`src/sv/assert_macros.svh`:
```
// Shared assertion macros: clocked on clk_i, quiet while rst_ni is low.
`ifndef ASSERT_MACROS_SVH
`define ASSERT_MACROS_SVH

`define PSA_ASSERT(name, prop, msg) \
  name: assert property (@(posedge clk_i) disable iff (!rst_ni) prop) else $error(msg);

`define PSA_ASSERT_NEXT(name, pre, post, msg) \
  name: assert property (@(posedge clk_i) disable iff (!rst_ni) pre |=> post) else $error(msg);

`endif

```
`src/sv/psa_pkg.sv`:
```
`default_nettype none
package psa_pkg;

  localparam int FREE_DEPTH  = 1024;
  localparam int MAX_EXTEND  = 64;
  localparam int QUEUE_DEPTH = 2;

  localparam int PTR_W   = $clog2(FREE_DEPTH + 1);
  localparam int ADDR_W  = $clog2(FREE_DEPTH);
  localparam int EXT_W   = $clog2(MAX_EXTEND + 1);
  localparam int CMP_W   = (PTR_W > EXT_W) ? PTR_W : EXT_W;
  localparam int QPTR_W  = $clog2(QUEUE_DEPTH);
  localparam int QCNT_W  = $clog2(QUEUE_DEPTH + 1);

  localparam int OP_W    = 2;
  localparam int PS_W    = 11;
  localparam int PAGE_W  = 20;
  localparam int LEN_W   = 20;
  localparam int LSLOT_W = 31;
  localparam int SLOT_W  = 30;
  localparam int POS_W   = 24;
  localparam int PAGES_W = 11;
  localparam int ERR_W   = 2;

  localparam int DIV_STEPS = LEN_W;
  localparam int DCNT_W    = $clog2(DIV_STEPS + 1);

  localparam int IN_FIELDS_W  = PAGE_W + 2 * LEN_W + LSLOT_W;
  localparam int IN_DATA_W    = ((IN_FIELDS_W + 7) / 8) * 8;
  localparam int OUT_FIELDS_W = SLOT_W + POS_W + PAGES_W;
  localparam int OUT_DATA_W   = ((OUT_FIELDS_W + 7) / 8) * 8;

  localparam logic [PS_W-1:0] PS_RESET = PS_W'(128);

  localparam logic [OP_W-1:0] OP_PUSH  = 2'd0;
  localparam logic [OP_W-1:0] OP_REQ   = 2'd1;
  localparam logic [OP_W-1:0] OP_BATCH = 2'd2;

  localparam logic [ERR_W-1:0] ERR_NONE     = 2'd0;
  localparam logic [ERR_W-1:0] ERR_LEN      = 2'd1;
  localparam logic [ERR_W-1:0] ERR_UNDERRUN = 2'd2;

  typedef enum logic [1:0] {
    CMD_PUSH,
    CMD_REQ,
    CMD_BATCH,
    CMD_BADLEN
  } cmd_kind_e;

  typedef struct packed {
    cmd_kind_e            kind;
    logic [PAGE_W-1:0]    page;
    logic [LEN_W-1:0]     prior_len;
    logic [EXT_W-1:0]     ext;
    logic [LSLOT_W-1:0]   last_slot;
  } cmd_t;

  typedef struct packed {
    logic              start;
    logic [LEN_W-1:0]  dividend;
    logic [PS_W-1:0]   divisor;
  } div_req_t;

  typedef struct packed {
    logic              done;
    logic [LEN_W-1:0]  quot;
    logic [PS_W-1:0]   rem;
  } div_rsp_t;

  typedef enum logic [3:0] {
    BK_IDLE,
    BK_DIV1,
    BK_PREP2,
    BK_DIV2,
    BK_CHECK,
    BK_EMIT_A,
    BK_FETCH,
    BK_MUL,
    BK_EMIT_B,
    BK_ERR
  } back_state_e;

endpackage
`default_nettype wire

```
`src/sv/psa_front.sv`:
```
`default_nettype none
module psa_front import psa_pkg::*; (
  input  logic                 valid_i,
  output logic                 ready_o,
  input  logic [OP_W-1:0]      op_i,
  input  logic [IN_DATA_W-1:0] data_i,
  input  logic                 q_full_i,
  output logic                 push_o,
  output cmd_t                 cmd_o
);

  logic [LEN_W-1:0] prior_len;
  logic [LEN_W-1:0] new_len;
  logic [LEN_W-1:0] diff;
  logic             bad_len;
  logic             keep;

  always_comb begin
    prior_len = data_i[PAGE_W +: LEN_W];
    new_len   = data_i[PAGE_W + LEN_W +: LEN_W];
    diff      = new_len - prior_len;
    bad_len   = (new_len < prior_len) || (diff > LEN_W'(MAX_EXTEND));

    cmd_o.page      = data_i[PAGE_W-1:0];
    cmd_o.prior_len = prior_len;
    cmd_o.ext       = diff[EXT_W-1:0];
    cmd_o.last_slot = data_i[PAGE_W + 2 * LEN_W +: LSLOT_W];
    keep            = 1'b1;

    case (op_i)
      OP_PUSH:  cmd_o.kind = CMD_PUSH;
      OP_REQ:   cmd_o.kind = bad_len ? CMD_BADLEN : CMD_REQ;
      OP_BATCH: cmd_o.kind = CMD_BATCH;
      default: begin
        // unused selector: taken and dropped
        cmd_o.kind = CMD_PUSH;
        keep       = 1'b0;
      end
    endcase

    ready_o = !q_full_i;
    push_o  = valid_i && !q_full_i && keep;
  end

endmodule
`default_nettype wire

```
`config.mk`:
```
export PLATFORM = sky130hd
export DESIGN_NAME = psa_front
export DESIGN_NICKNAME = d
export VERILOG_FILES = /design/src/sv/assert_macros.svh /design/src/sv/psa_pkg.sv /design/src/sv/psa_front.sv
export SDC_FILE = /design/constraint.sdc
export NUM_CORES = 1
export LEC_CHECK = 0
export BUFFER_PORTS_ARGS = -buffer_cell sky130_fd_sc_hd__buf_2
export CORE_MARGIN = 5
export CORE_UTILIZATION = 39
export DETAILED_ROUTE_END_ITERATION = 8
export PLACE_DENSITY = 0.84
export SLEW_MARGIN = 0
export SYNTH_ARGS = -nofsm -noshare
export SYNTH_HDL_FRONTEND = slang
export SYNTH_SLANG_ARGS = --single-unit
export TNS_END_PERCENT = 30
```
`constraint.sdc`:
```
create_clock -name vclk -period 3.1
set_input_delay 0.155 -clock vclk [all_inputs]
set_output_delay 0.155 -clock vclk [all_outputs]
set_load 0.02 [all_outputs]
```
==> results.py <==
metrics = {
    "finish": {
        "fillerInstances": 515,
        "final_util_pct": 39.4,
        "antenna_cells": 0,
        "fin_area_sq_um": 1890,
        "multi_input_area_sq_um": 1260,
        "syn_to_final_growth_pct": -3.08,
        "n_sequential_cell": 0,
        "drive_gt1_share_pct": 34.6,
        "clockBufferCount": 0,
        "seq_area_sq_um": 0,
        "finalNetCount": 407,
    },
    "grt": {
        "grt_pass1_vias": 1665,
        "grt_usage_pct": 12.6,
        "grt_antenna_before_repair": 0,
        "gr-total-overflow": 0,
        "grt_max_degree": 10,
        "grt_pass1_wl_mm": 7.04,
    },
    "yosys": {
        "synth_compound_gate_area_share_pct": 25.8,
        "yosysTopAreaCell": "buf_4",
        "avgSynthCellArea_sq_um": 6.98,
        "syn-cell-area_sq_um": 1950,
        "synth_top_area_share_pct": 27.4,
        "synth_xor_area_share_pct": 2.70,
        "synthTopCellsByCount": "buf_4 (71), inv_1 (35), ha_1 (24)",
        "synthCells": 279,
        "seq_area_frac_synth_pct": 0,
        "ys_types": 55,
        "syn-num-nets": 404,
        "ys.warnings.count": 0,
        "yosysMostFrequentCell": "buf_4",
        "synthAdderAreaFrac_pct": 16.5,
        "synth_area_leaders": "buf_4 (27%), ha_1 (15%), inv_1 (6.7%)",
        "yosys.area_share.simple_pct": 17.2,
        "synth.area.mux_share_pct": 1.67,
        "synth_top_family_by_area": "buffers and inverters",
    },
    "place": {
        "io_buffers": 75,
        "hpwl_mm": 3.72,
        "globalplace.congestion": 0.879,
        "post-place-ws_ps": 136,
        "post_dp_cell_area_sq_um": 1860,
    },
    "routing": {
        "dr_wl_met3_microns": 391,
        "viasPerCell": 5.28,
        "wl_met2_mm": 2.05,
        "dr.pass1.iters": 4,
        "drc_errors": 0,
        "first_iter_violations": 75,
        "num_vias": 1833,
        "ant_nets": 0,
        "top_layer": "met4",
        "wl_mm": 4.38,
        "wire_per_inst_microns": 12.6,
        "wl_met1_mm": 1.83,
    },
    "critical_path": {
        "crit_type": "in -> out",
        "worst_path_most_repeated_cell": "buf_2",
        "cp_top_family": "compound AO/OA/AOI/OAI gates",
        "critPathBufInv": 3,
        "slowest_stage": "or4b_2",
        "max_stage_delay_ps": 590,
        "crit_arrival_ps": 2750,
        "critPathMaxFanout": 5,
        "path_cells": "buf_2, inv_1, ha_1, nor2b_1, o2111ai_1, a21oi_2, o21a_1, and2_1, or4b_2, a32oi_1, a31oi_1, buf_2",
        "required_ps": 2940,
        "cp-end-kind": "primary output",
        "critical_path.startpoint_type": "input port",
    },
    "floorplan": {
        "chipWidth_microns": 80.7,
        "design.core.area_sq_um": 4790,
        "io_pins": 182,
        "die_h_microns": 80.7,
        "start_util_pct": 40.7,
        "die-area_sq_um": 6510,
        "row_count": 25,
    },
    "min_path": {
        "hp-class": "in -> out",
    },
    "power_and_ir_drop": {
        "p_leak_nw": 0.989,
        "power_density_nw_per_um2": 207,
        "ir_worst_vdd_mv": 0.128,
    },
    "timing": {
        "max_freq_mhz": 344,
        "hold-worst-slack_ps": 310,
        "hold_viol": 0,
        "worst_slack_ps": 195,
        "slew_headroom_pct": 75.9,
        "fin_crit_sh_pct": 93.7,
        "finalSetupViolCount": 0,
        "finalSetupTns_ps": 0,
        "worst_pin_slew_ps": 352,
        "slew_violations": 0,
        "period_needed_ps": 2900,
    },
    "run_status": {
        "status": "finished clean",
    },
    "run": {
        "cap_violations": 0,
    },
    "clock_network": {
        "ctsHoldBuffers": 0,
    },
}
-- layout make-up --
cell class	count	area share, %
multi-input combinational	165	66.7
timing repair buffer	80	21.9
inverter	35	6.96
tap	67	4.44
-- where the power goes --
part	switching (mW)	internal [mW]	leakage (nW)	total, mW
sequential	0	0	0	0
combinational	0.228	0.162	0.989	0.390
clock	0	0	0	0
total	0.228	0.162	0.989	0.390
-- what timing repair did --
action,in CTS,in global routing
endpoints found under the setup margin,0,1
setup buffers,0,1
resized for setup,0,4
-- per-layer routing --
metal | track usage, % | vias up
met2 | 22.0 | 89
met4 | 4.05 | 0
met1 | 15.8 | 809
met3 | 1.57 | 18
met5 | 0 | -
li1 | - | 917
-- layout by cell type, fill, tap and decap left out, types with 5 or more instances in the layout --
cell type | netlist | final
a21oi_1 | 18 | 18
buf_2 | 0 | 75
buf_4 | 71 | 5
ha_1 | 24 | 24
inv_1 | 35 | 35
nand2_1 | 11 | 11
nand3_1 | 8 | 8
nor2_1 | 11 | 11
o21a_1 | 7 | 7
o21ai_0 | 8 | 8
-- logic make-up after synthesis --
| family | Yosys count |
|---|---|
| AO/OA/AOI/OAI | 70 |
| XOR/XNOR | 6 |
| adder cells (fa/ha/maj) | 25 |
| buffers and inverters | 114 |
| multiplexers | 3 |
| AND/OR/NAND/NOR | 61 |
-- per-stage QoR --
step                power, mW  cells
global route            0.430    347
global placement        0.375    346
floorplan               0.383    279
CTS                     0.384    346
finish                  0.390    347
detailed placement      0.382    346
-- final timing paths --
| path | start | to | slack, ps | depth (start not counted) |
|---|---|---|---|---|
| worst max-delay path | data_i[21] | cmd_o[79] | 200 | 12 |
| worst min-delay path | data_i[75] | cmd_o[15] | 310 | 0 |
(Power assumes the default switching activity.)
