<file path="src/sv/assert_macros.svh">
// Shared assertion macros: clocked on clk_i, quiet while rst_ni is low.
`ifndef ASSERT_MACROS_SVH
`define ASSERT_MACROS_SVH

`define PSA_ASSERT(name, prop, msg) \
  name: assert property (@(posedge clk_i) disable iff (!rst_ni) prop) else $error(msg);

`define PSA_ASSERT_NEXT(name, pre, post, msg) \
  name: assert property (@(posedge clk_i) disable iff (!rst_ni) pre |=> post) else $error(msg);

`endif

</file>
<file path="src/sv/psa_pkg.sv">
`default_nettype none
package psa_pkg;

  localparam int FREE_DEPTH  = 1024;
  localparam int MAX_EXTEND  = 64;
  localparam int QUEUE_DEPTH = 2;

  localparam int PTR_W   = $clog2(FREE_DEPTH + 1);
  localparam int ADDR_W  = $clog2(FREE_DEPTH);
  localparam int EXT_W   = $clog2(MAX_EXTEND + 1);
  localparam int CMP_W   = (PTR_W > EXT_W) ? PTR_W : EXT_W;
  localparam int QPTR_W  = $clog2(QUEUE_DEPTH);
  localparam int QCNT_W  = $clog2(QUEUE_DEPTH + 1);

  localparam int OP_W    = 2;
  localparam int PS_W    = 11;
  localparam int PAGE_W  = 20;
  localparam int LEN_W   = 20;
  localparam int LSLOT_W = 31;
  localparam int SLOT_W  = 30;
  localparam int POS_W   = 24;
  localparam int PAGES_W = 11;
  localparam int ERR_W   = 2;

  localparam int DIV_STEPS = LEN_W;
  localparam int DCNT_W    = $clog2(DIV_STEPS + 1);

  localparam int IN_FIELDS_W  = PAGE_W + 2 * LEN_W + LSLOT_W;
  localparam int IN_DATA_W    = ((IN_FIELDS_W + 7) / 8) * 8;
  localparam int OUT_FIELDS_W = SLOT_W + POS_W + PAGES_W;
  localparam int OUT_DATA_W   = ((OUT_FIELDS_W + 7) / 8) * 8;

  localparam logic [PS_W-1:0] PS_RESET = PS_W'(128);

  localparam logic [OP_W-1:0] OP_PUSH  = 2'd0;
  localparam logic [OP_W-1:0] OP_REQ   = 2'd1;
  localparam logic [OP_W-1:0] OP_BATCH = 2'd2;

  localparam logic [ERR_W-1:0] ERR_NONE     = 2'd0;
  localparam logic [ERR_W-1:0] ERR_LEN      = 2'd1;
  localparam logic [ERR_W-1:0] ERR_UNDERRUN = 2'd2;

  typedef enum logic [1:0] {
    CMD_PUSH,
    CMD_REQ,
    CMD_BATCH,
    CMD_BADLEN
  } cmd_kind_e;

  typedef struct packed {
    cmd_kind_e            kind;
    logic [PAGE_W-1:0]    page;
    logic [LEN_W-1:0]     prior_len;
    logic [EXT_W-1:0]     ext;
    logic [LSLOT_W-1:0]   last_slot;
  } cmd_t;

  typedef struct packed {
    logic              start;
    logic [LEN_W-1:0]  dividend;
    logic [PS_W-1:0]   divisor;
  } div_req_t;

  typedef struct packed {
    logic              done;
    logic [LEN_W-1:0]  quot;
    logic [PS_W-1:0]   rem;
  } div_rsp_t;

  typedef enum logic [3:0] {
    BK_IDLE,
    BK_DIV1,
    BK_PREP2,
    BK_DIV2,
    BK_CHECK,
    BK_EMIT_A,
    BK_FETCH,
    BK_MUL,
    BK_EMIT_B,
    BK_ERR
  } back_state_e;

endpackage
`default_nettype wire

</file>
<file path="src/sv/psa_queue.sv">
`default_nettype none
`include "assert_macros.svh"
module psa_queue import psa_pkg::*; (
  input  logic clk_i,
  input  logic rst_ni,
  input  logic push_i,
  input  cmd_t push_cmd_i,
  output logic full_o,
  input  logic pop_i,
  output logic empty_o,
  output cmd_t head_o
);

  cmd_t              mem_q [QUEUE_DEPTH];
  logic [QPTR_W-1:0] wr_q, wr_d;
  logic [QPTR_W-1:0] rd_q, rd_d;
  logic [QCNT_W-1:0] cnt_q, cnt_d;
  logic              do_pop;

  always_comb begin
    full_o  = (cnt_q == QCNT_W'(QUEUE_DEPTH));
    empty_o = (cnt_q == '0);
    head_o  = mem_q[rd_q];
    do_pop  = pop_i && !empty_o;
    wr_d    = wr_q;
    rd_d    = rd_q;
    cnt_d   = cnt_q;
    if (push_i) begin
      wr_d = (wr_q == QPTR_W'(QUEUE_DEPTH - 1)) ? '0 : wr_q + 1'b1;
    end
    if (do_pop) begin
      rd_d = (rd_q == QPTR_W'(QUEUE_DEPTH - 1)) ? '0 : rd_q + 1'b1;
    end
    if (push_i && !do_pop) begin
      cnt_d = cnt_q + 1'b1;
    end else if (!push_i && do_pop) begin
      cnt_d = cnt_q - 1'b1;
    end
  end

  always_ff @(posedge clk_i or negedge rst_ni) begin
    if (!rst_ni) begin
      wr_q  <= '0;
      rd_q  <= '0;
      cnt_q <= '0;
    end else begin
      wr_q  <= wr_d;
      rd_q  <= rd_d;
      cnt_q <= cnt_d;
    end
  end

  always_ff @(posedge clk_i) begin
    if (push_i) begin
      mem_q[wr_q] <= push_cmd_i;
    end
  end

  `PSA_ASSERT(a_q_no_overflow, full_o |-> !push_i, "command queue written while full")
  `PSA_ASSERT(a_q_no_underflow, empty_o |-> !pop_i, "command queue read while empty")

endmodule
`default_nettype wire

</file>
<file path="config.mk">
export PLATFORM = sky130hd
export DESIGN_NAME = psa_queue
export DESIGN_NICKNAME = d
export VERILOG_FILES = /design/src/sv/psa_pkg.sv /design/src/sv/psa_queue.sv
export VERILOG_INCLUDE_DIRS = /design/src /design/src/sv
export SDC_FILE = /design/constraint.sdc
export NUM_CORES = 1
export LEC_CHECK = 0
export ABC_CLOCK_PERIOD_IN_PS = 7100
export BUFFER_PORTS_ARGS = -buffer_cell sky130_fd_sc_hd__buf_2
export CORE_UTILIZATION = 47
export DETAILED_ROUTE_END_ITERATION = 16
export PLACE_DENSITY = 0.78
export SYNTH_ARGS = -nofsm -noshare
export SYNTH_HDL_FRONTEND = slang
export SYNTH_SLANG_ARGS = --single-unit
</file>
<file path="constraint.sdc">
create_clock -name clk_i -period 7.1 [get_ports clk_i]
set_input_delay 1.065 -clock clk_i [delete_from_list [all_inputs] [get_ports clk_i]]
set_output_delay 1.065 -clock clk_i [all_outputs]
set_load 0.02 [all_outputs]
</file>
==> key figures, run 1 <==
Status
  – Status: finished clean

STA
  – Final hold violations: 0
  – RSZ-0062 raised after global routing: no
  – Final Max Tran Viols: 0
  – Final setup fails: 0
  – Fin crit share: 52.7%
  – Slew @ Worst Pin: 1090 ps
  – Minimum clock period: 3740 ps
  – Hold Slack: 453 ps
  – Max_slew headroom: 27.3%
  – Fmax: 267 MHz
  – Clock skew: 5.78 ps
  – Setup TNS: 0 ps

Setup path
  – Critical Path Sink Type: output pin
  – Type of the worst setup path: flip-flop to output pin
  – Internal reg-to-reg setup slack: 4820 ps
  – WP data required: 6030 ps
  – Max FO, Critical Path: 48
  – FF-to-FF path depth: 2
  – Worst reg2reg endpoint: mem_q[0][55]
  – Critical path launch point type: flip-flop
  – Data arrival time of the worst path: 2680 ps
  – R2r startpoint: wr_q

Detailed routing
  – DR DRC count: 0
  – Routed WL: 10.1 mm
  – Iteration-0 DRC Markers: 136
  – Avg WL per Cell: 16.0 um
  – Via count: 3002
  – Post-DR vias/cell: 4.76
  – First-pass DRT Iterations: 4
  – Metal-1 WL: 4.13 mm
  – Met3 wire length: 627 um
  – Antenna-violating nets left: 0
  – DR WL met2: 5.23 mm
  – Uppermost layer routed: met4

Floorplan
  – Chip width: 118 um
  – Die height: 118 um
  – Num rows: 42
  – IO Pins: 166
  – Starting density of the core: 48.0%
  – Die footprint: 14000 um2
  – Core Area: 13200 um2

Clock tree
  – Clk slew on worst S/H paths: 60 ps
  – Level count of the clock H-tree: 4
  – Post-CTS Setup Inserts: 0
  – Post-CTS Resized: 0
  – TritonCTS Buffers: 17
  – TritonCTS clock tree: yes
  – Clock Tree Buf Depth: 2
  – TritonCTS sink count: 164
  – CTS Hold Bufs: 0
  – Root cell of the clock tree: clkbuf_16
  – Worst-skew pair later-pin latency: 410 ps

Power and ir drop
  – PwrDens: 424 nW/um2
  – Leak Pwr: 0.00316 uW
  – Logic pwr share: 32.3%
  – Sw Share: 30.6%
  – Design Power: 3310 uW
  – Sequential power share: 42.1%
  – Internal: 2300 uW
  – Maximum VDD drop: 0.316 mV
  – Psw: 1010 uW
  – Clock share of power: 25.6%

Synth
  – Leading area contributor after synthesis: edfxtp_1
  – FF+latch count, synth: 164
  – Top cell type's share of synthesized area: 75.5%
  – Mapped cell area: 6360 um2
  – Sequential area share after synthesis: 77.1%
  – Synth warnings: 0
  – Synth cell types: 13
  – Ranking of synthesized cells by area: edfxtp_1 76%, mux2_4 19%, buf_12 2.5%
  – Synthesized Nets: 350
  – Average size of a mapped cell: 24.0 um2
  – Mapped Cells: 265

Final layout
  – Layout cells sized above 1: 60.4%
  – # fillers: 1008
  – Nets: 527
  – Synth-to-Final Area Change: 22.9%
  – Register Area: 4910 um2
  – ANT cells: 0
  – Multi-input gate area: 1290 um2

GRT
  – Vias in the first global route: 3262
  – GRT Util Overall: 15.0%
  – Pin count of the biggest net entering global routing: 81
  – First-pass GRT wire length: 15.7 mm
  – Total grt overflow: 0
  – Antenna violations before repair: 0

Place
  – Routability congestion estimate from global placement: 0.665
  – IO buf count: 165

Hold path
  – HP Class: input pin to asynchronous set/reset pin

Flow run
  – Max cap viols: 0
cells in the mapped netlist:
| cell | count |
|---|---|
| o21ai_0 | 1 |
| edfxtp_1 | 160 |
| mux2_2 | 1 |
| xnor2_1 | 2 |
| dfrtp_1 | 4 |
| nor2b_1 | 2 |
| mux2_4 | 79 |
| ha_1 | 1 |
| xor2_1 | 3 |
| buf_6 | 1 |
| nor2_1 | 2 |
| and2_1 | 1 |
| buf_12 | 8 |
cells in the final DEF, fill, tap and decap left out, drive strengths merged:
cell type / netlist / layout
nor2: 2 / 2
buf: 9 / 167
clkinvlp: 0 / 4
and2: 1 / 1
clkbuf: 0 / 21
xor2: 3 / 3
o21ai: 1 / 1
xnor2: 2 / 2
clkinv: 0 / 5
mux2: 80 / 80
edfxtp: 160 / 160
nor2b: 2 / 2
ha: 1 / 1
dfrtp: 4 / 4
bufinv: 0 / 2
stage by stage:
stage,cell area [um2],utilization (%),worst slack [ps],std cells
3_5_place_dp,7260,54.9,3760,599
6_report,7820,59.0,3360,631
2_1_floorplan,6360,-,2010,265
4_1_cts,7820,59.0,3310,631
5_1_grt,7820,59.0,3260,631
3_3_place_gp,7260,54.9,3770,599
cells by family after synthesis:
group / after synthesis / share of synthesized area, %
simple gates: 5 / 0.413
mux: 80 / 18.8
xor+xnor: 5 / 0.689
buf+inv: 9 / 2.69
fa+ha+maj: 1 / 0.197
compound gates: 1 / 0.0786
flops: 164 / 77.1
power groups by stage:
stage / registers, uW / logic [uW] / clock network, uW
CTS: 1400 / 1090 / 870
finish: 1400 / 1070 / 850
global placement: 1400 / 1080 / 0
detailed placement: 1420 / 1090 / 0
floorplan: 1360 / 938 / 0
global route: 1410 / 1140 / 902
worst max-delay path: stages, from the launching register on:
cell,delay (ps)
dfrtp_4,840
buf_4,780
mux2_2,420
buf_2,160
final cells by class:
cell class                 instances  share of cell area (%)
clock buffer                      21                    5.63
clock inverter                    11                    1.42
multi-input combinational         92                    16.6
sequential                       164                    62.8
tap                              176                    2.82
timing repair buffer             167                    10.8
worst max path at each step:
| stage | slack [ps] | cells past startpoint | end | from |
|---|---|---|---|---|
| after floorplan | 2010 | 1 | mem_q[0][0] | push_i |
| after global placement | 3770 | 3 | head_o[58] | rd_q |
| after detailed placement | 3760 | 3 | head_o[58] | rd_q |
| after CTS | 3310 | 3 | head_o[58] | rd_q |
| after global routing | 3260 | 3 | head_o[58] | rd_q |
| final | 3360 | 3 | head_o[58] | rd_q |
metal layers:
metal	up-vias	GRT usage (%)
li1	1404	-
met5	-	0
met2	108	25.4
met1	1477	17.1
met4	0	6.65
met3	13	5.41
state kept, by name, indices dropped and copies added (netlist names):
| name | flops |
|---|---|
| mem_q | 160 |
| cnt_q | 2 |
| rd_q | 1 |
| wr_q | 1 |
Power figures use the tool's default switching activity.
==> inputs of run 2 (changes only) <==
Settings changed: ABC_CLOCK_PERIOD_IN_PS 7100 to 3400, PLACE_DENSITY 0.78 to 0.81.
Clock period 7.1 ns to 3.4 ns, I/O delays scaled along.
==> run 2 against run 1 <==
Against the previous run: die area unchanged; sequential power up 110%; non-clock buffer count up 3; clock power up 130%; final area up 1.3%; critical endpoint is now head_o[24]; largest power group unchanged.
==> key figures, run 2 (synthesis gave the netlist of run 1 again) <==
STA
  – Final setup fails: 0
  – Clock skew: 8.06 ps
  – Setup TNS: 0 ps
  – Fin crit share: 80.5%
  – Hold Slack: 281 ps
  – Minimum clock period: 2740 ps
  – Max_slew headroom: 28.0%
  – Slew @ Worst Pin: 1080 ps
  – Fmax: 365 MHz
  – RSZ-0062 raised after global routing: no
  – Final hold violations: 0
  – Final Max Tran Viols: 0

Hold path
  – HP Start: push_cmd_i[4]
  – HP Class: input pin to flip-flop

Power and ir drop
  – Sequential power share: 41.2%
  – Clock share of power: 27.4%
  – Internal: 4980 uW
  – Psw: 2150 uW
  – Leak Pwr: 0.00322 uW
  – Design Power: 7130 uW
  – Sw Share: 30.2%
  – Logic pwr share: 31.4%
  – PwrDens: 901 nW/um2
  – Maximum VDD drop: 0.570 mV

Floorplan
  – Core Area: 13200 um2
  – Starting density of the core: 48.0%
  – Num rows: 42
  – IO Pins: 166
  – Die footprint: 14000 um2
  – Die height: 118 um
  – Chip width: 118 um

Clock tree
  – TritonCTS sink count: 164
  – Root cell of the clock tree: clkbuf_16
  – Clock Tree Buf Depth: 2
  – TritonCTS clock tree: yes
  – TritonCTS Buffers: 17
  – Post-CTS Resized: 0
  – Worst-skew pair later-pin latency: 410 ps
  – Level count of the clock H-tree: 4
  – Clk slew on worst S/H paths: 60 ps
  – Post-CTS Setup Inserts: 0
  – CTS Hold Bufs: 1

Place
  – Dpl hpwl: 6.66 mm
  – Routability congestion estimate from global placement: 0.711
  – Placement Cell Area: 7290 um2
  – IO buf count: 165

Detailed routing
  – First-pass DRT Iterations: 4
  – DR DRC count: 0
  – Via count: 3004
  – Iteration-0 DRC Markers: 175
  – Post-DR vias/cell: 4.73
  – Avg WL per Cell: 16.2 um
  – Routed WL: 10.3 mm
  – Antenna-violating nets left: 0

Final layout
  – Post-route cell area: 7920 um2
  – Nets: 530
  – Biggest regs: mem_q (160), cnt_q (2)
  – Layout cells sized above 1: 61.4%
  – Post-layout util: 59.8%
  – Synth-to-Final Area Change: 24.5%
  – Max reg flops: 160
  – Most common cell after layout, fill and taps aside: buf_2
  – Most frequent cells in the layout: 165 x buf_2, 160 x edfxtp_1, 79 x mux2_4
  – Top reg by flops: mem_q

GRT
  – Vias in the first global route: 3093
  – First-pass GRT wire length: 15.9 mm
  – GRT Util Overall: 15.5%
  – Total grt overflow: 0
  – Antenna violations before repair: 1
  – Pin count of the biggest net entering global routing: 81

Setup path
  – Data arrival time of the worst path: 2230 ps
  – Critical path launch point type: flip-flop
  – Type of the worst setup path: flip-flop to output pin
  – WP data required: 2890 ps
  – Setup crit start: rd_q
  – R2r startpoint: wr_q
  – Max FO, Critical Path: 40
  – Critical Path Sink Type: output pin

Status
  – Status: finished clean

Flow run
  – Max cap viols: 0
## run 2: changes by cell type in the layout (fill, tap and decap cells not counted), moves of 2 or more
| cell | previous run | this run |
|---|---|---|
| clkbuf_1 | 4 | 1 |
| clkinv_4 | 0 | 3 |
| clkinvlp_4 | 4 | 1 |
| bufinv_16 | 2 | 4 |
## run 2: stage by stage
step,worst slack (ps),instances
after floorplan,363,265
after global placement,1090,601
after detailed placement,1070,601
after CTS,617,634
after global routing,563,634
final,663,635
## run 2: worst max-delay path: stages, from the launching register on
cell and delay, ps:
dfrtp_4 920, buf_4 390, mux2_4 330, buf_2 160
## run 2: path summary, 6_finish.rpt
path	endpoint	slack (ps)	cells after the start
setup / recovery	head_o[24]	660	3
hold / removal	mem_q[0][4]	280	1
setup reg to reg	mem_q[1][64]	1650	1
hold reg to reg	wr_q	550	1
max in group asynchronous	rd_q	2800	2
min in group asynchronous	cnt_q[0]	450	2
## run 2: area by class of cell
cell class                 instances  area, um2
clock buffer                      18        429
tap                              176        220
sequential                       164       4910
antenna                            1       2.50
multi-input combinational         92       1290
clock inverter                    14        185
timing repair buffer             170        878
fill                             996       5320
## run 2: power groups by stage
| stage | Sequential (uW) | Clock, uW | Combinational (uW) |
|---|---|---|---|
| 2_1_floorplan | 2830 | 0 | 1960 |
| 3_3_place_gp | 2970 | 0 | 2240 |
| 3_5_place_dp | 2990 | 0 | 2270 |
| 4_1_cts | 2950 | 2010 | 2270 |
| 5_1_grt | 2980 | 2090 | 2370 |
| 6_report | 2940 | 1960 | 2240 |
## run 2: routing by layer
| layer | up-vias | part of all wire, % | global-route usage (%) |
|---|---|---|---|
| li1 | 1416 | - | - |
| met1 | 1466 | 40 | 17.7 |
| met2 | 112 | 52 | 25.8 |
| met3 | 10 | 7.1 | 6.56 |
| met4 | 0 | 0.96 | 6.09 |
| met5 | - | 0 | 0 |
==> inputs of run 3 (changes only) <==
Settings changed: ABC_CLOCK_PERIOD_IN_PS 3400 to 2500.
Clock period 3.4 ns to 2.5 ns, I/O delays scaled along.
==> run 3 against run 2 <==
Against the previous run: count of clock-buffer cells in the layout down 1; clock skew down 2.6 ps; hold slack worse by 140 ps; largest cell class unchanged.
==> key figures, run 3 (synthesis gave the netlist of run 1 again) <==
Setup path
  – Data arrival time of the worst path: 1710 ps
  – WP data required: 2120 ps
  – Critical path launch point type: flip-flop
  – Max FO, Critical Path: 39
  – Critical Path Sink Type: output pin
  – Type of the worst setup path: flip-flop to output pin
  – FF-to-FF path depth: 4

Place
  – IO buf count: 165
  – Routability congestion estimate from global placement: 0.697
  – Dpl hpwl: 6.61 mm

GRT
  – Pin count of the biggest net entering global routing: 79
  – GRT Util Overall: 15.0%
  – Vias in the first global route: 3264
  – First-pass GRT wire length: 15.6 mm
  – Total grt overflow: 0
  – Antenna violations before repair: 0

STA
  – Final hold violations: 0
  – Fin crit share: 83.6%
  – Hold Slack: 145 ps
  – Final setup fails: 0
  – RSZ-0062 raised after global routing: no
  – Clock skew: 5.48 ps
  – Setup TNS: 0 ps
  – Minimum clock period: 2090 ps
  – Slew @ Worst Pin: 434 ps
  – Max_slew headroom: 71.1%
  – Final Max Tran Viols: 0
  – Fmax: 478 MHz

Final layout
  – Nets: 531
  – Synth-to-Final Area Change: 24.8%
  – ANT cells: 0
  – # fillers: 1012
  – Top reg by flops: mem_q
  – Most frequent cells in the layout: 165 x buf_2, 160 x edfxtp_1, 79 x mux2_4
  – Post-layout util: 60.0%
  – Max reg flops: 160
  – Layout cells sized above 1: 62.1%
  – Biggest regs: mem_q (160), cnt_q (2)
  – Most common cell after layout, fill and taps aside: buf_2

Floorplan
  – Starting density of the core: 48.0%
  – Chip width: 118 um
  – Num rows: 42
  – Die height: 118 um
  – Core Area: 13200 um2
  – Die footprint: 14000 um2
  – IO Pins: 166

Power and ir drop
  – Design Power: 9630 uW
  – Leak Pwr: 0.00322 uW
  – PwrDens: 1210 nW/um2
  – Maximum VDD drop: 0.619 mV

Clock tree
  – Clock Tree Buf Depth: 2
  – TritonCTS clock tree: yes
  – Worst-skew pair later-pin latency: 410 ps
  – Root cell of the clock tree: clkbuf_16
  – TritonCTS sink count: 164
  – Clk slew on worst S/H paths: 70 ps
  – Level count of the clock H-tree: 4
  – TritonCTS Buffers: 17

Detailed routing
  – DR DRC count: 0
  – Iteration-0 DRC Markers: 138
  – Post-DR vias/cell: 4.76
  – Antenna-violating nets left: 0
  – Avg WL per Cell: 15.8 um
  – Routed WL: 10.0 mm
  – First-pass DRT Iterations: 4
  – Via count: 3025

Hold path
  – Cell count of the worst hold path: 1
  – HP Class: input pin to flip-flop

Flow run
  – Max cap viols: 0

Status
  – Status: finished clean
run 3: area by class of cell:
| class | count | area [um2] | area share, % |
|---|---|---|---|
| multi-input cells | 92 | 1290 | 16.3 |
| well taps | 176 | 220 | 2.77 |
| repair buffers | 171 | 923 | 11.6 |
| clock buffers | 17 | 425 | 5.36 |
| flip-flops and latches | 164 | 4910 | 61.8 |
| clock inverters | 15 | 169 | 2.13 |
run 3: power by group:
part	leakage (uW)	internal, uW	switching, uW	total [uW]
clock	0.000278	1490	1060	2550
sequential	0.00155	3660	170	3830
combinational	0.00139	1480	1770	3250
total	0.00322	6630	2990	9630
run 3: path summary, 6_finish.rpt:
kind | startpoint | to | slack, ps
max in group asynchronous | rst_ni | rd_q | 2050
worst min-delay path | push_cmd_i[38] | mem_q[1][38] | 140
worst max-delay path | rd_q | head_o[58] | 410
worst max register to register | cnt_q[0] | cnt_q[1] | 1010
min in group asynchronous | rst_ni | rd_q | 310
worst min register to register | cnt_q[1] | cnt_q[1] | 540
run 3: per-layer routing:
layer	vias to the layer above	wire length, um	share of wire [%]	global-route usage (%)
met2	111	5350	53	26.8
met3	13	692	6.9	5.36
met1	1482	3830	38	15.7
li1	1419	-	-	-
met4	0	137	1.4	6.49
met5	-	0	0	0
run 3: per-stage QoR:
stage / instances / instance area, um2 / worst slack, ps
2_1_floorplan: 265 / 6370 / 466
3_3_place_gp: 602 / 7340 / 839
3_5_place_dp: 602 / 7340 / 822
4_1_cts: 635 / 7940 / 356
5_1_grt: 635 / 7940 / 328
6_report: 635 / 7940 / 410
run 3: what timing repair did:
action / in CTS / in global routing
gates resized for setup: 0 / 0
buffers inserted: 0 / 0
hold endpoints to repair: 4 / 0
hold buffers: 1 / 0
run 3: worst max-delay path: stages (launching register included):
cell,delay [ps]
dfrtp_4,470
buf_12,280
mux2_2,380
buf_2,160
