[config.mk]
export PLATFORM = sky130hd
export DESIGN_NAME = psa_div
export DESIGN_NICKNAME = d
export VERILOG_FILES = /design/src/sv/psa_pkg.sv /design/src/sv/psa_div.sv
export VERILOG_INCLUDE_DIRS = /design/src /design/src/sv
export SDC_FILE = /design/constraint.sdc
export NUM_CORES = 1
export LEC_CHECK = 0
export ABC_CLOCK_PERIOD_IN_PS = 2000
export BUFFER_PORTS_ARGS = -buffer_cell sky130_fd_sc_hd__buf_2
export CAP_MARGIN = 20
export CORE_ASPECT_RATIO = 1.1
export CORE_UTILIZATION = 45
export CTS_CLUSTER_DIAMETER = 150
export CTS_CLUSTER_SIZE = 20
export DETAILED_ROUTE_END_ITERATION = 16
export GPL_TIMING_DRIVEN = 0
export PLACE_DENSITY_LB_ADDON = 0.1
export SLEW_MARGIN = 10
export SYNTH_ARGS = -nofsm -noshare
export SYNTH_HDL_FRONTEND = slang
export SYNTH_SLANG_ARGS = --single-unit
[constraint.sdc]
create_clock -name clk_i -period 2 [get_ports clk_i]
set_clock_uncertainty 0.05 [all_clocks]
set_input_delay 0.1 -clock clk_i [delete_from_list [all_inputs] [get_ports clk_i]]
set_output_delay 0.1 -clock clk_i [all_outputs]
set_load 0.005 [all_outputs]
[src/sv/assert_macros.svh]
// Shared assertion macros: clocked on clk_i, quiet while rst_ni is low.
`ifndef ASSERT_MACROS_SVH
`define ASSERT_MACROS_SVH

`define PSA_ASSERT(name, prop, msg) \
  name: assert property (@(posedge clk_i) disable iff (!rst_ni) prop) else $error(msg);

`define PSA_ASSERT_NEXT(name, pre, post, msg) \
  name: assert property (@(posedge clk_i) disable iff (!rst_ni) pre |=> post) else $error(msg);

`endif

[src/sv/psa_pkg.sv]
`default_nettype none
package psa_pkg;

  localparam int FREE_DEPTH  = 1024;
  localparam int MAX_EXTEND  = 64;
  localparam int QUEUE_DEPTH = 2;

  localparam int PTR_W   = $clog2(FREE_DEPTH + 1);
  localparam int ADDR_W  = $clog2(FREE_DEPTH);
  localparam int EXT_W   = $clog2(MAX_EXTEND + 1);
  localparam int CMP_W   = (PTR_W > EXT_W) ? PTR_W : EXT_W;
  localparam int QPTR_W  = $clog2(QUEUE_DEPTH);
  localparam int QCNT_W  = $clog2(QUEUE_DEPTH + 1);

  localparam int OP_W    = 2;
  localparam int PS_W    = 11;
  localparam int PAGE_W  = 20;
  localparam int LEN_W   = 20;
  localparam int LSLOT_W = 31;
  localparam int SLOT_W  = 30;
  localparam int POS_W   = 24;
  localparam int PAGES_W = 11;
  localparam int ERR_W   = 2;

  localparam int DIV_STEPS = LEN_W;
  localparam int DCNT_W    = $clog2(DIV_STEPS + 1);

  localparam int IN_FIELDS_W  = PAGE_W + 2 * LEN_W + LSLOT_W;
  localparam int IN_DATA_W    = ((IN_FIELDS_W + 7) / 8) * 8;
  localparam int OUT_FIELDS_W = SLOT_W + POS_W + PAGES_W;
  localparam int OUT_DATA_W   = ((OUT_FIELDS_W + 7) / 8) * 8;

  localparam logic [PS_W-1:0] PS_RESET = PS_W'(128);

  localparam logic [OP_W-1:0] OP_PUSH  = 2'd0;
  localparam logic [OP_W-1:0] OP_REQ   = 2'd1;
  localparam logic [OP_W-1:0] OP_BATCH = 2'd2;

  localparam logic [ERR_W-1:0] ERR_NONE     = 2'd0;
  localparam logic [ERR_W-1:0] ERR_LEN      = 2'd1;
  localparam logic [ERR_W-1:0] ERR_UNDERRUN = 2'd2;

  typedef enum logic [1:0] {
    CMD_PUSH,
    CMD_REQ,
    CMD_BATCH,
    CMD_BADLEN
  } cmd_kind_e;

  typedef struct packed {
    cmd_kind_e            kind;
    logic [PAGE_W-1:0]    page;
    logic [LEN_W-1:0]     prior_len;
    logic [EXT_W-1:0]     ext;
    logic [LSLOT_W-1:0]   last_slot;
  } cmd_t;

  typedef struct packed {
    logic              start;
    logic [LEN_W-1:0]  dividend;
    logic [PS_W-1:0]   divisor;
  } div_req_t;

  typedef struct packed {
    logic              done;
    logic [LEN_W-1:0]  quot;
    logic [PS_W-1:0]   rem;
  } div_rsp_t;

  typedef enum logic [3:0] {
    BK_IDLE,
    BK_DIV1,
    BK_PREP2,
    BK_DIV2,
    BK_CHECK,
    BK_EMIT_A,
    BK_FETCH,
    BK_MUL,
    BK_EMIT_B,
    BK_ERR
  } back_state_e;

endpackage
`default_nettype wire

[src/sv/psa_div.sv]
`default_nettype none
`include "assert_macros.svh"
module psa_div import psa_pkg::*; (
  input  logic     clk_i,
  input  logic     rst_ni,
  input  div_req_t req_i,
  output div_rsp_t rsp_o
);

  logic              busy_q, busy_d;
  logic              done_q, done_d;
  logic [DCNT_W-1:0] cnt_q, cnt_d;
  logic [PS_W-1:0]   rem_q, rem_d;
  logic [LEN_W-1:0]  quo_q, quo_d;
  logic [PS_W-1:0]   dsr_q, dsr_d;
  logic [PS_W:0]     trial;
  logic [PS_W:0]     trial_sub;
  logic              fits;

  // restoring divider, one quotient bit per cycle
  always_comb begin
    trial     = {rem_q, quo_q[LEN_W-1]};
    trial_sub = trial - {1'b0, dsr_q};
    fits      = (trial >= {1'b0, dsr_q});
    busy_d    = busy_q;
    done_d    = 1'b0;
    cnt_d     = cnt_q;
    rem_d     = rem_q;
    quo_d     = quo_q;
    dsr_d     = dsr_q;
    if (req_i.start) begin
      busy_d = 1'b1;
      cnt_d  = DCNT_W'(DIV_STEPS);
      rem_d  = '0;
      quo_d  = req_i.dividend;
      dsr_d  = req_i.divisor;
    end else if (busy_q) begin
      cnt_d = cnt_q - 1'b1;
      rem_d = fits ? trial_sub[PS_W-1:0] : trial[PS_W-1:0];
      quo_d = {quo_q[LEN_W-2:0], fits};
      if (cnt_q == DCNT_W'(1)) begin
        busy_d = 1'b0;
        done_d = 1'b1;
      end
    end
    rsp_o.done = done_q;
    rsp_o.quot = quo_q;
    rsp_o.rem  = rem_q;
  end

  always_ff @(posedge clk_i or negedge rst_ni) begin
    if (!rst_ni) begin
      busy_q <= 1'b0;
      done_q <= 1'b0;
      cnt_q  <= '0;
    end else begin
      busy_q <= busy_d;
      done_q <= done_d;
      cnt_q  <= cnt_d;
    end
  end

  always_ff @(posedge clk_i) begin
    rem_q <= rem_d;
    quo_q <= quo_d;
    dsr_q <= dsr_d;
  end

  `PSA_ASSERT(a_div_no_restart, req_i.start |-> !busy_q, "divider started while busy")

endmodule
`default_nettype wire

==> results of run 1 <==
## registers in the layout, summed over array words and instances, names as in the netlist
name,flops
quo_q,20
done_q,1
cnt_q,5
rem_q,11
busy_q,1
dsr_q,11
## cells by family after synthesis
logic type	Yosys count	synth area share
compound gates	41	0.1262
fa+ha+maj	14	0.07084
xor+xnor	9	0.03057
buf+inv	29	0.04658
simple gates	68	0.1242
mux	20	0.08734
flops	49	0.5143
## per-layer routing
layer | wire, µm | track usage | up-vias
met5 | 0 | 0 | -
met4 | 35 | 0.04808 | 0
met3 | 152 | 0.04094 | 4
met2 | 2722 | 0.3318 | 38
met1 | 2529 | 0.2634 | 962
li1 | - | - | 1019
## worst paths after layout
path	endpoint	slack, ns	cells after the start
max	quo_q[0]$_DFFE_PP_	-0.34	7
min	quo_q[9]$_DFFE_PP_	0.02	2
max reg2reg	quo_q[0]$_DFFE_PP_	-0.34	7
min reg2reg	rem_q[10]$_SDFFE_PP0P_	0.45	2
max in group asynchronous	busy_q$_DFF_PN0_	1.63	2
min in group asynchronous	cnt_q[0]$_DFFE_PN0P_	0.11	2
## worst reg2reg max path, delay by kind of cell, from the launching register on
family	cells	cell delay, ns
adders and majority gates	1	0.38
buffers and inverters	1	0.14
and+or+nand+nor	2	0.22
muxes	1	0.25
DFF	1	0.36
AOI/OAI and AO/OA	2	0.71
## final cells by class
cell class	instances	area share
timing repair buffer	86	0.1547
buffer	9	0.01320
sequential	49	0.3891
clock inverter	2	0.004767
multi-input combinational	152	0.3674
clock buffer	6	0.02127
tap	75	0.02750
inverter	20	0.02200
## layout by cell type, fill, tap and decap left out, types with 3 or more instances in the layout
master / netlist / routed
inv_1: 19 / 18
edfxtp_1: 31 / 31
a21oi_1: 8 / 8
o21ai_0: 4 / 4
xor2_1: 3 / 3
buf_4: 1 / 6
a311oi_1: 6 / 4
dlygate4sd3_1: 0 / 12
xnor2_1: 6 / 6
nor2_1: 21 / 20
nand2_1: 24 / 20
dfrtp_1: 7 / 7
ha_1: 13 / 10
clkbuf_8: 0 / 5
buf_6: 1 / 5
dfxtp_1: 11 / 10
nand3_1: 5 / 4
buf_2: 0 / 65
nor3_1: 4 / 4
mux2_1: 19 / 19
o21a_1: 3 / 3
clkbuf_1: 7 / 8
## stage by stage
stage	util	total power (W)	TNS [ns]	hold slack, ns
after floorplan	-	0.002371	-1.959	-0.2456
after global placement	0.5504	0.002739	-5.180	-0.1091
after detailed placement	0.5504	0.002765	-5.275	-0.1071
after CTS	0.6136	0.003596	-5.384	0.009655
after global routing	0.6243	0.003914	-4.759	0.01140
final	0.6243	0.003653	-3.211	0.02210
## repair_timing
item,4_1_cts,5_1_grt
gates resized for setup,17,14
setup endpoints to repair,32,32
pin swaps,13,6
buffers inserted,8,0
cloned,1,0
endpoints found under the hold margin,18,0
hold buffers,12,0
## power by group through the flow
| stage | combinational (W) | sequential, W | clock [W] |
|---|---|---|---|
| floorplan | 0.000959 | 0.00141 | 0 |
| global placement | 0.00131 | 0.00143 | 0 |
| detailed placement | 0.00134 | 0.00143 | 0 |
| CTS | 0.00157 | 0.00141 | 0.000618 |
| global route | 0.00182 | 0.00144 | 0.000649 |
| finish | 0.00165 | 0.00141 | 0.000592 |
==> qor.yml, run 1 <==
sta:
  setup_viol: 12
  hold_viol: 0
  worst_pin_slew_ns: 0.6760
  slew_headroom: 0.5493
  rsz0062_at_grt: "yes"
  min_period_ns: 2.345
  finalCritPeriodShare: 1.172
  drv_slew: 0
  max_freq_mhz: 426.5
  setup_ws_ns: -0.3448
finish:
  layout-drive-gt1-share: 0.3395
  fin_area_um2: 3412
  nFillCells: 478
  regArea_um2: 1328
  fin_nets: 371
  area_growth_pct: 32.31
  num_antenna_cells: 0
  multi_input_area_um2: 1254
  final_cells: 399
drt:
  drc: 0
  vias_per_cell: 5.070
  antenna_left: 0
  drt-total-wl_um: 5439
  routedWlPerCell_um: 13.63
  vias: 2023
  drt-initial-drc-count: 114
  dr.pass1.iters: 4
critical_path:
  path_class: "reg2reg"
  worst-path-buf-inv: 1
  cp-end-kind: "flip-flop"
  cp-start-kind: "flip-flop"
  worstPathCellList: "ha_1 > nand4_1 > nor3_1 > a2111o_1 > a21o_4 > buf_6 > mux2_4"
  cpMaxStageDelayCell: "a2111o_1"
  reg2reg_from: "rem_q[1]$_SDFFE_PP0P_"
  startpoint: "rem_q[1]$_SDFFE_PP0P_"
  path_delay_family: "compound AO/OA/AOI/OAI gates"
  path_max_fanout: 5
  required_ns: 2.02
  cp_slowest_stage_delay_ns: 0.47
  worstPathArrival_ns: 2.36
floorplanning:
  core_area_um2: 5465
  dieArea_um2: 6037
  fp.dieW_um: 74.18
  pin_count: 66
  placementRows: 28
  start_util: 0.4718
  die_height_um: 81.40
placed_design:
  gp_congestion: 0.7661
  placed_cells: 370
  port_buffers: 65
  place_ws_ns: -0.4168
  place_area_um2: 3008
  dpl.hpwl_um: 3755
power_and_ir_drop:
  power.switching_w: 0.001324
  p_int_w: 0.002329
  powerDensity_nw_per_um2: 1071
  clockPowerShare: 0.162
  p_seq_frac: 0.387
  ir_worst_vdd_uv: 518.7
  swShare: 0.3623
  p_leak_nw: 1.497
  p_comb_frac: 0.451
synth:
  synth.avg_cell_area_um2: 11.21
  synth.most_common_cell: "edfxtp_1"
  synth.yosys.seq_area_share: 0.5143
  synth.top_cell.area_share: 0.3610
  synthesis.area_um2: 2579
  netlist_instances: 230
  yosys.area.top_type: "edfxtp_1"
  synth_common_cells: "edfxtp_1 (31), nand2_1 (24), nor2_1 (21)"
  synth_nets: 278
  ys.flop_type: "edfxtp_1"
  yosysUniqueCellTypes: 49
  synth_edf_count: 31
  ys_async_sr_fraction: 0.1429
  synth-seq-cells: 49
  synth.top_cells.by_area: "edfxtp_1 (36%), dfxtp_1 (8.5%), mux2_1 (8.3%), dfrtp_1 (6.8%), ha_1 (6.3%)"
  synth_warnings: 0
clocking:
  cts_tree: "yes"
  cts_buffers: 5
  cts_buffer_depth: 2
  insertion_delay_ns: 0.31
  h-tree-depth: 2
  clock-sinks: 49
  path_clk_slew_ns: 0.10
  cts-root-buf: "clkbuf_8"
global_routing:
  antenna_found_initial: 0
  grt_max_degree: 21
  grt_pass1_vias: 1904
  grtUsageTotal: 0.1991
  grt_first_pass_wirelength_um: 8942
  grt_overflow: 0
min_path:
  hp-start: "req_i[20]"
  hold_class: "in2reg"
run:
  maxCapViolations: 0
run_status:
  violations: "setup timing"
  status: "complete, but fails checks"
Note: power is estimated with default switching activity, not from simulation.
==> run 2, diff against run 1 <==
- ABC_AREA: unset -> 1
- CORE_ASPECT_RATIO: 1.1 -> unset
- CORE_UTILIZATION: 45 -> 49
==> qor.yml, run 2 <==
drt:
  antenna_left: 0  # unchanged
  vias_per_cell: 4.934  # -2.7%
  drt-total-wl_um: 6464  # +19%
  dr_wl_met2_um: 3103  # +14%
  drt-initial-drc-count: 74  # -35%
  routedWlPerCell_um: 12.58  # -7.7%
  dr.pass1.iters: 4  # unchanged
  topRoutingLayerUsed: "met4"
  vias: 2536  # +25%
  wl_met3_um: 335  # +120%
  drc: 0  # unchanged
  wl_met1_um: 2911  # +15%
critical_path:
  path_class: "reg2reg"
  path_max_fanout: 5  # unchanged
  reg2reg_from: "dsr_q[0]$_DFFE_PP_"
  path_common_cell: "nand3_2"
  cp-end-kind: "flip-flop"
  cpMaxStageDelayCell: "edfxtp_1"
  reg2reg_depth: 12  # +5
  worstPathCellList: "ha_4 > fa_2 > inv_2 > nand3_2 > nand3_4 > nand2_4 > nand4_4 > buf_6 > buf_12 > nand2_2 > nand3_2 > nand2_1"
  r2r_slack_ns: 0.04  # +0.39 ns
  worstPathArrival_ns: 2.11  # -0.25 ns
  cp-start-kind: "flip-flop"
  regToRegEndpoint: "rem_q[4]$_SDFFE_PP0P_"
  cp_slowest_stage_delay_ns: 0.43  # -0.04 ns
  required_ns: 2.15  # +0.13 ns
clocking:
  cts_tree: "yes"
  path_clk_slew_ns: 0.09  # about the same
  cts_buffers: 5  # unchanged
  clock-sinks: 49  # unchanged
  cts_buffer_depth: 2  # unchanged
  h-tree-depth: 2  # unchanged
  insertion_delay_ns: 0.30  # about the same
  cts-root-buf: "clkbuf_8"
synth:
  synth_warnings: 0  # unchanged
  netlist_instances: 350  # +52%
  synth.top_cells.by_area: "edfxtp_1 (33%), nand2_1 (16%), dfxtp_1 (7.7%), inv_1 (7.0%), dfrtp_1 (6.2%)"
  synthesis.area_um2: 2845  # +10%
  synth_common_cells: "nand2_1 (124), inv_1 (53), edfxtp_1 (31)"
  synth.yosys.seq_area_share: 0.4661  # -0.04817
  synth_nets: 398  # +43%
  synth.top_cell.area_share: 0.3272  # -0.03381
  synth_edf_count: 31  # unchanged
  synth.most_common_cell: "nand2_1"
  ys.flop_type: "edfxtp_1"
  synth.avg_cell_area_um2: 8.129  # -27%
  ys_async_sr_fraction: 0.1429  # unchanged
  yosys.area.top_type: "edfxtp_1"
  yosysUniqueCellTypes: 30  # -39%
  synth-seq-cells: 49  # unchanged
placed_design:
  dpl.hpwl_um: 4516  # +20%
  place_ws_ns: -0.06140  # +0.3554 ns
  port_buffers: 65  # unchanged
  place_area_um2: 3261  # +8.4%
  gp_congestion: 0.8741  # +14%
finish:
  largest_reg_flops: 20  # unchanged
  nFillCells: 505  # +5.6%
  reg_top3: "quo_q x20, dsr_q x11, rem_q x11"
  fin_util: 0.6662  # +0.04190
  area_growth_pct: 29.73
  layout_common_cells: "nand2_1 (124), buf_2 (66), inv_1 (51)"
  fin_nets: 489  # +32%
  final_common_cell: "nand2_1"
  fin_area_um2: 3691  # +8.2%
  layout-drive-gt1-share: 0.2896  # -0.04991
  num_antenna_cells: 0  # unchanged
  top_register: "quo_q"
sta:
  hold_viol: 0  # unchanged
  min_period_ns: 1.959  # -0.3862 ns
  rsz0062_at_grt: "yes"
  worst_pin_slew_ns: 0.8379  # +0.1619 ns
  hold_slack_ns: 0.01004  # -0.01206 ns
  drv_slew: 0  # unchanged
  setup_ws_ns: 0.04142  # +0.3862 ns
  finalCritPeriodShare: 0.9793  # -0.1931
  setup_viol: 0  # -12
  max_freq_mhz: 510.6  # +20%
  slew_headroom: 0.4408  # -0.1085
run:
  maxCapViolations: 0  # unchanged
global_routing:
  grt_overflow: 0  # unchanged
  grtUsageTotal: 0.2305  # +0.03135
  grt_first_pass_wirelength_um: 10980  # +23%
  grt_pass1_vias: 2433  # +28%
  grt_max_degree: 23  # +9.5%
  antenna_found_initial: 0  # unchanged
floorplanning:
  dieArea_um2: 6115  # +1.3%
  placementRows: 27  # -3.6%
  start_util: 0.5136  # +0.04171
  die_height_um: 78.20  # -3.9%
  pin_count: 66  # unchanged
  core_area_um2: 5540  # +1.4%
  fp.dieW_um: 78.20  # +5.4%
power_and_ir_drop:
  p_int_w: 0.002786  # +20%
  powerDensity_nw_per_um2: 1221  # +14%
  swShare: 0.3817  # +0.01936
  power.switching_w: 0.001720  # +30%
  ir_worst_vdd_uv: 677.7  # +31%
  design_power_total_w: 0.004506  # +23%
  p_leak_nw: 1.930  # +29%
  p_comb_frac: 0.503  # +0.052
  clockPowerShare: 0.186  # +0.024
  p_seq_frac: 0.312  # -0.075
min_path:
  hold_class: "in2reg"
  hold_depth: 3  # +1
  hp-start: "req_i[21]"
  min_delay_worst_endpoint: "quo_q[10]$_DFFE_PP_"
run_status:
  status: "completed"
[run 2: cell types whose count changed in the layout (fill, tap and decap cells not counted), sizes merged, moves of 4 or more]
| cell | before | now |
|---|---|---|
| mux2 | 20 | 0 |
| inv | 20 | 56 |
| nor2 | 21 | 17 |
| o31ai | 4 | 0 |
| xnor2 | 6 | 2 |
| a21oi | 9 | 5 |
| a311oi | 6 | 0 |
| nand3 | 5 | 34 |
| nand2 | 24 | 137 |
| nand4 | 1 | 16 |
[run 2: final cells by class]
cell class	instances	area, µm²	area share
Sequential cell	49	1326	0.3593
Multi-Input combinational cell	234	1315	0.3563
Timing Repair Buffer	84	534.3	0.1447
Inverter	56	210.2	0.05695
Tap cell	72	90.09	0.02441
Buffer	11	81.33	0.02203
Clock buffer	5	68.82	0.01864
Clock inverter	3	65.06	0.01763
[run 2: repair_timing]
item,4_1_cts,5_1_grt
endpoints found under the hold margin,18,0
endpoints found under the setup margin,12,11
cloned,1,0
pin swaps,1,5
gates resized for setup,4,16
setup buffers,3,3
hold buffers,12,0
[run 2: cells by family (layout without fill, tap and decap cells)]
| kind of cell | count (synthesis) | count (layout) | synth area share |
|---|---|---|---|
| compound gates | 10 | 10 | 0.01935 |
| xor+xnor | 3 | 3 | 0.009237 |
| fa+ha+maj | 14 | 14 | 0.06421 |
| buf+inv | 67 | 159 | 0.1025 |
| flops | 49 | 49 | 0.4661 |
| simple gates | 207 | 207 | 0.3386 |
[run 2: how the worst max path moves through the flow]
stage	startpoint	to	slack (ns)	depth (start not counted)
after floorplan	quo_q[19]$_DFFE_PP_	rem_q[7]$_SDFFE_PP0P_	0.14	12
after global placement	quo_q[19]$_DFFE_PP_	rem_q[9]$_SDFFE_PP0P_	-0.06	12
after detailed placement	quo_q[19]$_DFFE_PP_	rem_q[9]$_SDFFE_PP0P_	-0.06	12
after CTS	dsr_q[0]$_DFFE_PP_	rem_q[9]$_SDFFE_PP0P_	0.004	12
after global routing	dsr_q[0]$_DFFE_PP_	rem_q[7]$_SDFFE_PP0P_	-0.05	12
final	dsr_q[0]$_DFFE_PP_	rem_q[4]$_SDFFE_PP0P_	0.04	12
[run 2: critical path: cells and delay by family (launching register included)]
family        cells  cell delay [ns]
buf+inv           3             0.32
flops             1             0.43
fa+ha+maj         2             0.58
simple gates      7             0.48
[run 2: per-stage QoR]
step                      setup TNS [ns]  std cells
after floorplan                        0        350
after global placement           -0.3321        487
after detailed placement         -0.3361        487
after CTS                              0        511
after global routing             -0.3824        514
final                                  0        514
[run 2: layer usage]
layer  vias up  track usage
met3        12      0.05233
li1       1295            -
met2        63       0.3930
met4         0      0.07407
met1      1166       0.2889
met5         -            0
[run 2: power by group through the flow]
stage               sequential [W]  clock [W]  combinational (W)
finish                     0.00140   0.000837            0.00227
global route               0.00143   0.000900            0.00251
floorplan                  0.00142          0            0.00138
global placement           0.00142          0            0.00181
detailed placement         0.00142          0            0.00184
CTS                        0.00141   0.000856            0.00205
==> run 3, diff against run 2 <==
- CORE_MARGIN: unset -> 1.5
- RECOVER_POWER: unset -> 50
==> qor.yml, run 3 (synthesis results as in run 2) <==
global_routing:
  grt_overflow: 0  # unchanged
  grt_first_pass_wirelength_um: 10950  # -0.25%
  grt_pass1_vias: 2378  # -2.3%
  grt_max_degree: 23  # unchanged
  antenna_found_initial: 0  # unchanged
  grtUsageTotal: 0.2261  # -0.004369
clocking:
  cts_buffers: 5  # unchanged
  cts-root-buf: "clkbuf_8"
  h-tree-depth: 2  # unchanged
  path_clk_slew_ns: 0.10  # about the same
  insertion_delay_ns: 0.30  # about the same
  cts_buffer_depth: 2  # unchanged
  clock-sinks: 49  # unchanged
  cts_tree: "yes"
finish:
  layout_common_cells: "nand2_1 (122), buf_2 (61), inv_1 (51)"
  largest_reg_flops: 20  # unchanged
  final_common_cell: "nand2_1"
  nFillCells: 506  # +0.20%
  fin_nets: 492  # +0.61%
  num_antenna_cells: 0  # unchanged
  fin_area_um2: 3645  # -1.3%
  top_register: "quo_q"
  fin_util: 0.6579  # -0.008356
  area_growth_pct: 28.10
  reg_top3: "quo_q x20, dsr_q x11, rem_q x11"
  layout-drive-gt1-share: 0.2831  # -0.006447
sta:
  rsz0062_at_grt: "yes"
  setup_viol: 0  # unchanged
  finalCritPeriodShare: 0.9882  # +0.008879
  worst_pin_slew_ns: 0.8254  # -0.01252 ns
  slew_headroom: 0.4491  # +0.008354
  hold_slack_ns: 0.01033  # +0.0002956 ns
  min_period_ns: 1.976  # +0.01776 ns
  setup_ws_ns: 0.02366  # -0.01776 ns
  hold_viol: 0  # unchanged
  max_freq_mhz: 506.0  # -0.90%
  drv_slew: 0  # unchanged
min_path:
  hold_depth: 3  # unchanged
  hold_class: "in2reg"
  min_delay_worst_endpoint: "quo_q[10]$_DFFE_PP_"
  hp-start: "req_i[21]"
drt:
  vias_per_cell: 4.865  # -1.4%
  routedWlPerCell_um: 12.88  # +2.4%
  drt-initial-drc-count: 113  # +53%
  dr.pass1.iters: 6  # +2
  drc: 0  # unchanged
  vias: 2515  # -0.83%
  antenna_left: 0  # unchanged
  drt-total-wl_um: 6657  # +3.0%
critical_path:
  required_ns: 2.15  # about the same
  path_common_cell: "nand3_2"
  regToRegEndpoint: "rem_q[0]$_SDFFE_PP0P_"
  reg2reg_depth: 12  # unchanged
  path_class: "reg2reg"
  startpoint: "dsr_q[0]$_DFFE_PP_"
  worstPathCellList: "ha_4 > fa_2 > inv_2 > nand3_2 > nand3_4 > nand2_4 > nand4_4 > buf_6 > buf_16 > nand2_2 > nand3_2 > nand2_1"
  path_max_fanout: 5  # unchanged
  cp_slowest_stage_delay_ns: 0.44  # about the same
  cp-start-kind: "flip-flop"
  cpMaxStageDelayCell: "edfxtp_1"
  cp-end-kind: "flip-flop"
  worstPathArrival_ns: 2.13  # +0.02 ns
  reg2reg_from: "dsr_q[0]$_DFFE_PP_"
  path_delay_family: "adder cells"
  worst-path-buf-inv: 3  # unchanged
  r2r_slack_ns: 0.02  # -0.02 ns
power_and_ir_drop:
  p_comb_frac: 0.523  # +0.020
  p_seq_frac: 0.333  # +0.021
  powerDensity_nw_per_um2: 1155  # -5.4%
  p_leak_nw: 1.903  # -1.4%
  ir_worst_vdd_uv: 741.0  # +9.4%
  clockPowerShare: 0.143  # -0.043
  design_power_total_w: 0.004208  # -6.6%
  power.switching_w: 0.001737  # +1.0%
  p_int_w: 0.002471  # -11%
  swShare: 0.4128  # +0.03113
placed_design:
  port_buffers: 65  # unchanged
  place_area_um2: 3261  # unchanged
  place_ws_ns: -0.07153  # -0.01013 ns
  gp_congestion: 0.9022  # +3.2%
  dpl.hpwl_um: 4560  # +0.97%
floorplanning:
  die_height_um: 79.20  # +1.3%
  placementRows: 27  # unchanged
  pin_count: 66  # unchanged
  dieArea_um2: 6273  # +2.6%
  core_area_um2: 5540  # unchanged
  fp.dieW_um: 79.20  # +1.3%
  start_util: 0.5136  # unchanged
run_status:
  status: "completed"
run:
  maxCapViolations: 0  # unchanged
## run 3: cell count changes in the layout (fill, tap and decap cells not counted), sizes merged
cell	before	now
inv	56	57
buf	78	76
bufinv	2	0
clkinv	1	2
clkbuf	10	15
## run 3: through the flow
| stage | std cells | setup TNS, ns |
|---|---|---|
| 2_1_floorplan | 350 | 0 |
| 3_3_place_gp | 487 | -0.3166 |
| 3_5_place_dp | 487 | -0.4055 |
| 4_1_cts | 513 | 0 |
| 5_1_grt | 517 | -0.4116 |
| 6_report | 517 | 0 |
## run 3: tightest hold or removal path, cell delays in order
cell and delay, ns:
buf_2 0.07, nand2_1 0.04, nand2_1 0.05
## run 3: how the worst max path moves through the flow
| stage | end | slack, ns | cells after the start |
|---|---|---|---|
| after floorplan | rem_q[7]$_SDFFE_PP0P_ | 0.14 | 12 |
| after global placement | rem_q[9]$_SDFFE_PP0P_ | -0.06 | 12 |
| after detailed placement | rem_q[9]$_SDFFE_PP0P_ | -0.07 | 12 |
| after CTS | quo_q[0]$_DFFE_PP_ | 0.02 | 11 |
| after global routing | rem_q[4]$_SDFFE_PP0P_ | -0.05 | 12 |
| final | rem_q[0]$_SDFFE_PP0P_ | 0.02 | 12 |
## run 3: what timing repair did
action	CTS	global route
endpoints found under the setup margin	12	12
hold buffers	12	0
setup buffers	5	5
cloned	1	0
resized for setup	3	21
hold endpoints to repair	18	0
pin swaps	1	10
## run 3: layer usage
layer / up-vias / track usage / wire [µm]
met2: 72 / 0.3803 / 3240
met3: 14 / 0.05632 / 378
met5: - / 0 / 0
met1: 1131 / 0.2887 / 2902
met4: 0 / 0.06316 / 136
li1: 1298 / - / -
## run 3: final cells by class
cell class / count / area, µm² / share of cell area
sequential: 49 / 1326 / 0.3639
multi-input combinational: 234 / 1310 / 0.3594
timing repair buffer: 88 / 549.3 / 0.1507
inverter: 56 / 210.2 / 0.05767
tap: 72 / 90.09 / 0.02472
clock buffer: 5 / 68.82 / 0.01888
buffer: 10 / 68.82 / 0.01888
clock inverter: 3 / 21.27 / 0.005836
## run 3: power groups by stage
stage | registers (W) | clock network (W) | logic [W]
after detailed placement | 0.00142 | 0 | 0.00185
final | 0.00140 | 0.000604 | 0.00220
after CTS | 0.00140 | 0.000627 | 0.00208
after global routing | 0.00143 | 0.000666 | 0.00245
after global placement | 0.00142 | 0 | 0.00181
after floorplan | 0.00142 | 0 | 0.00138
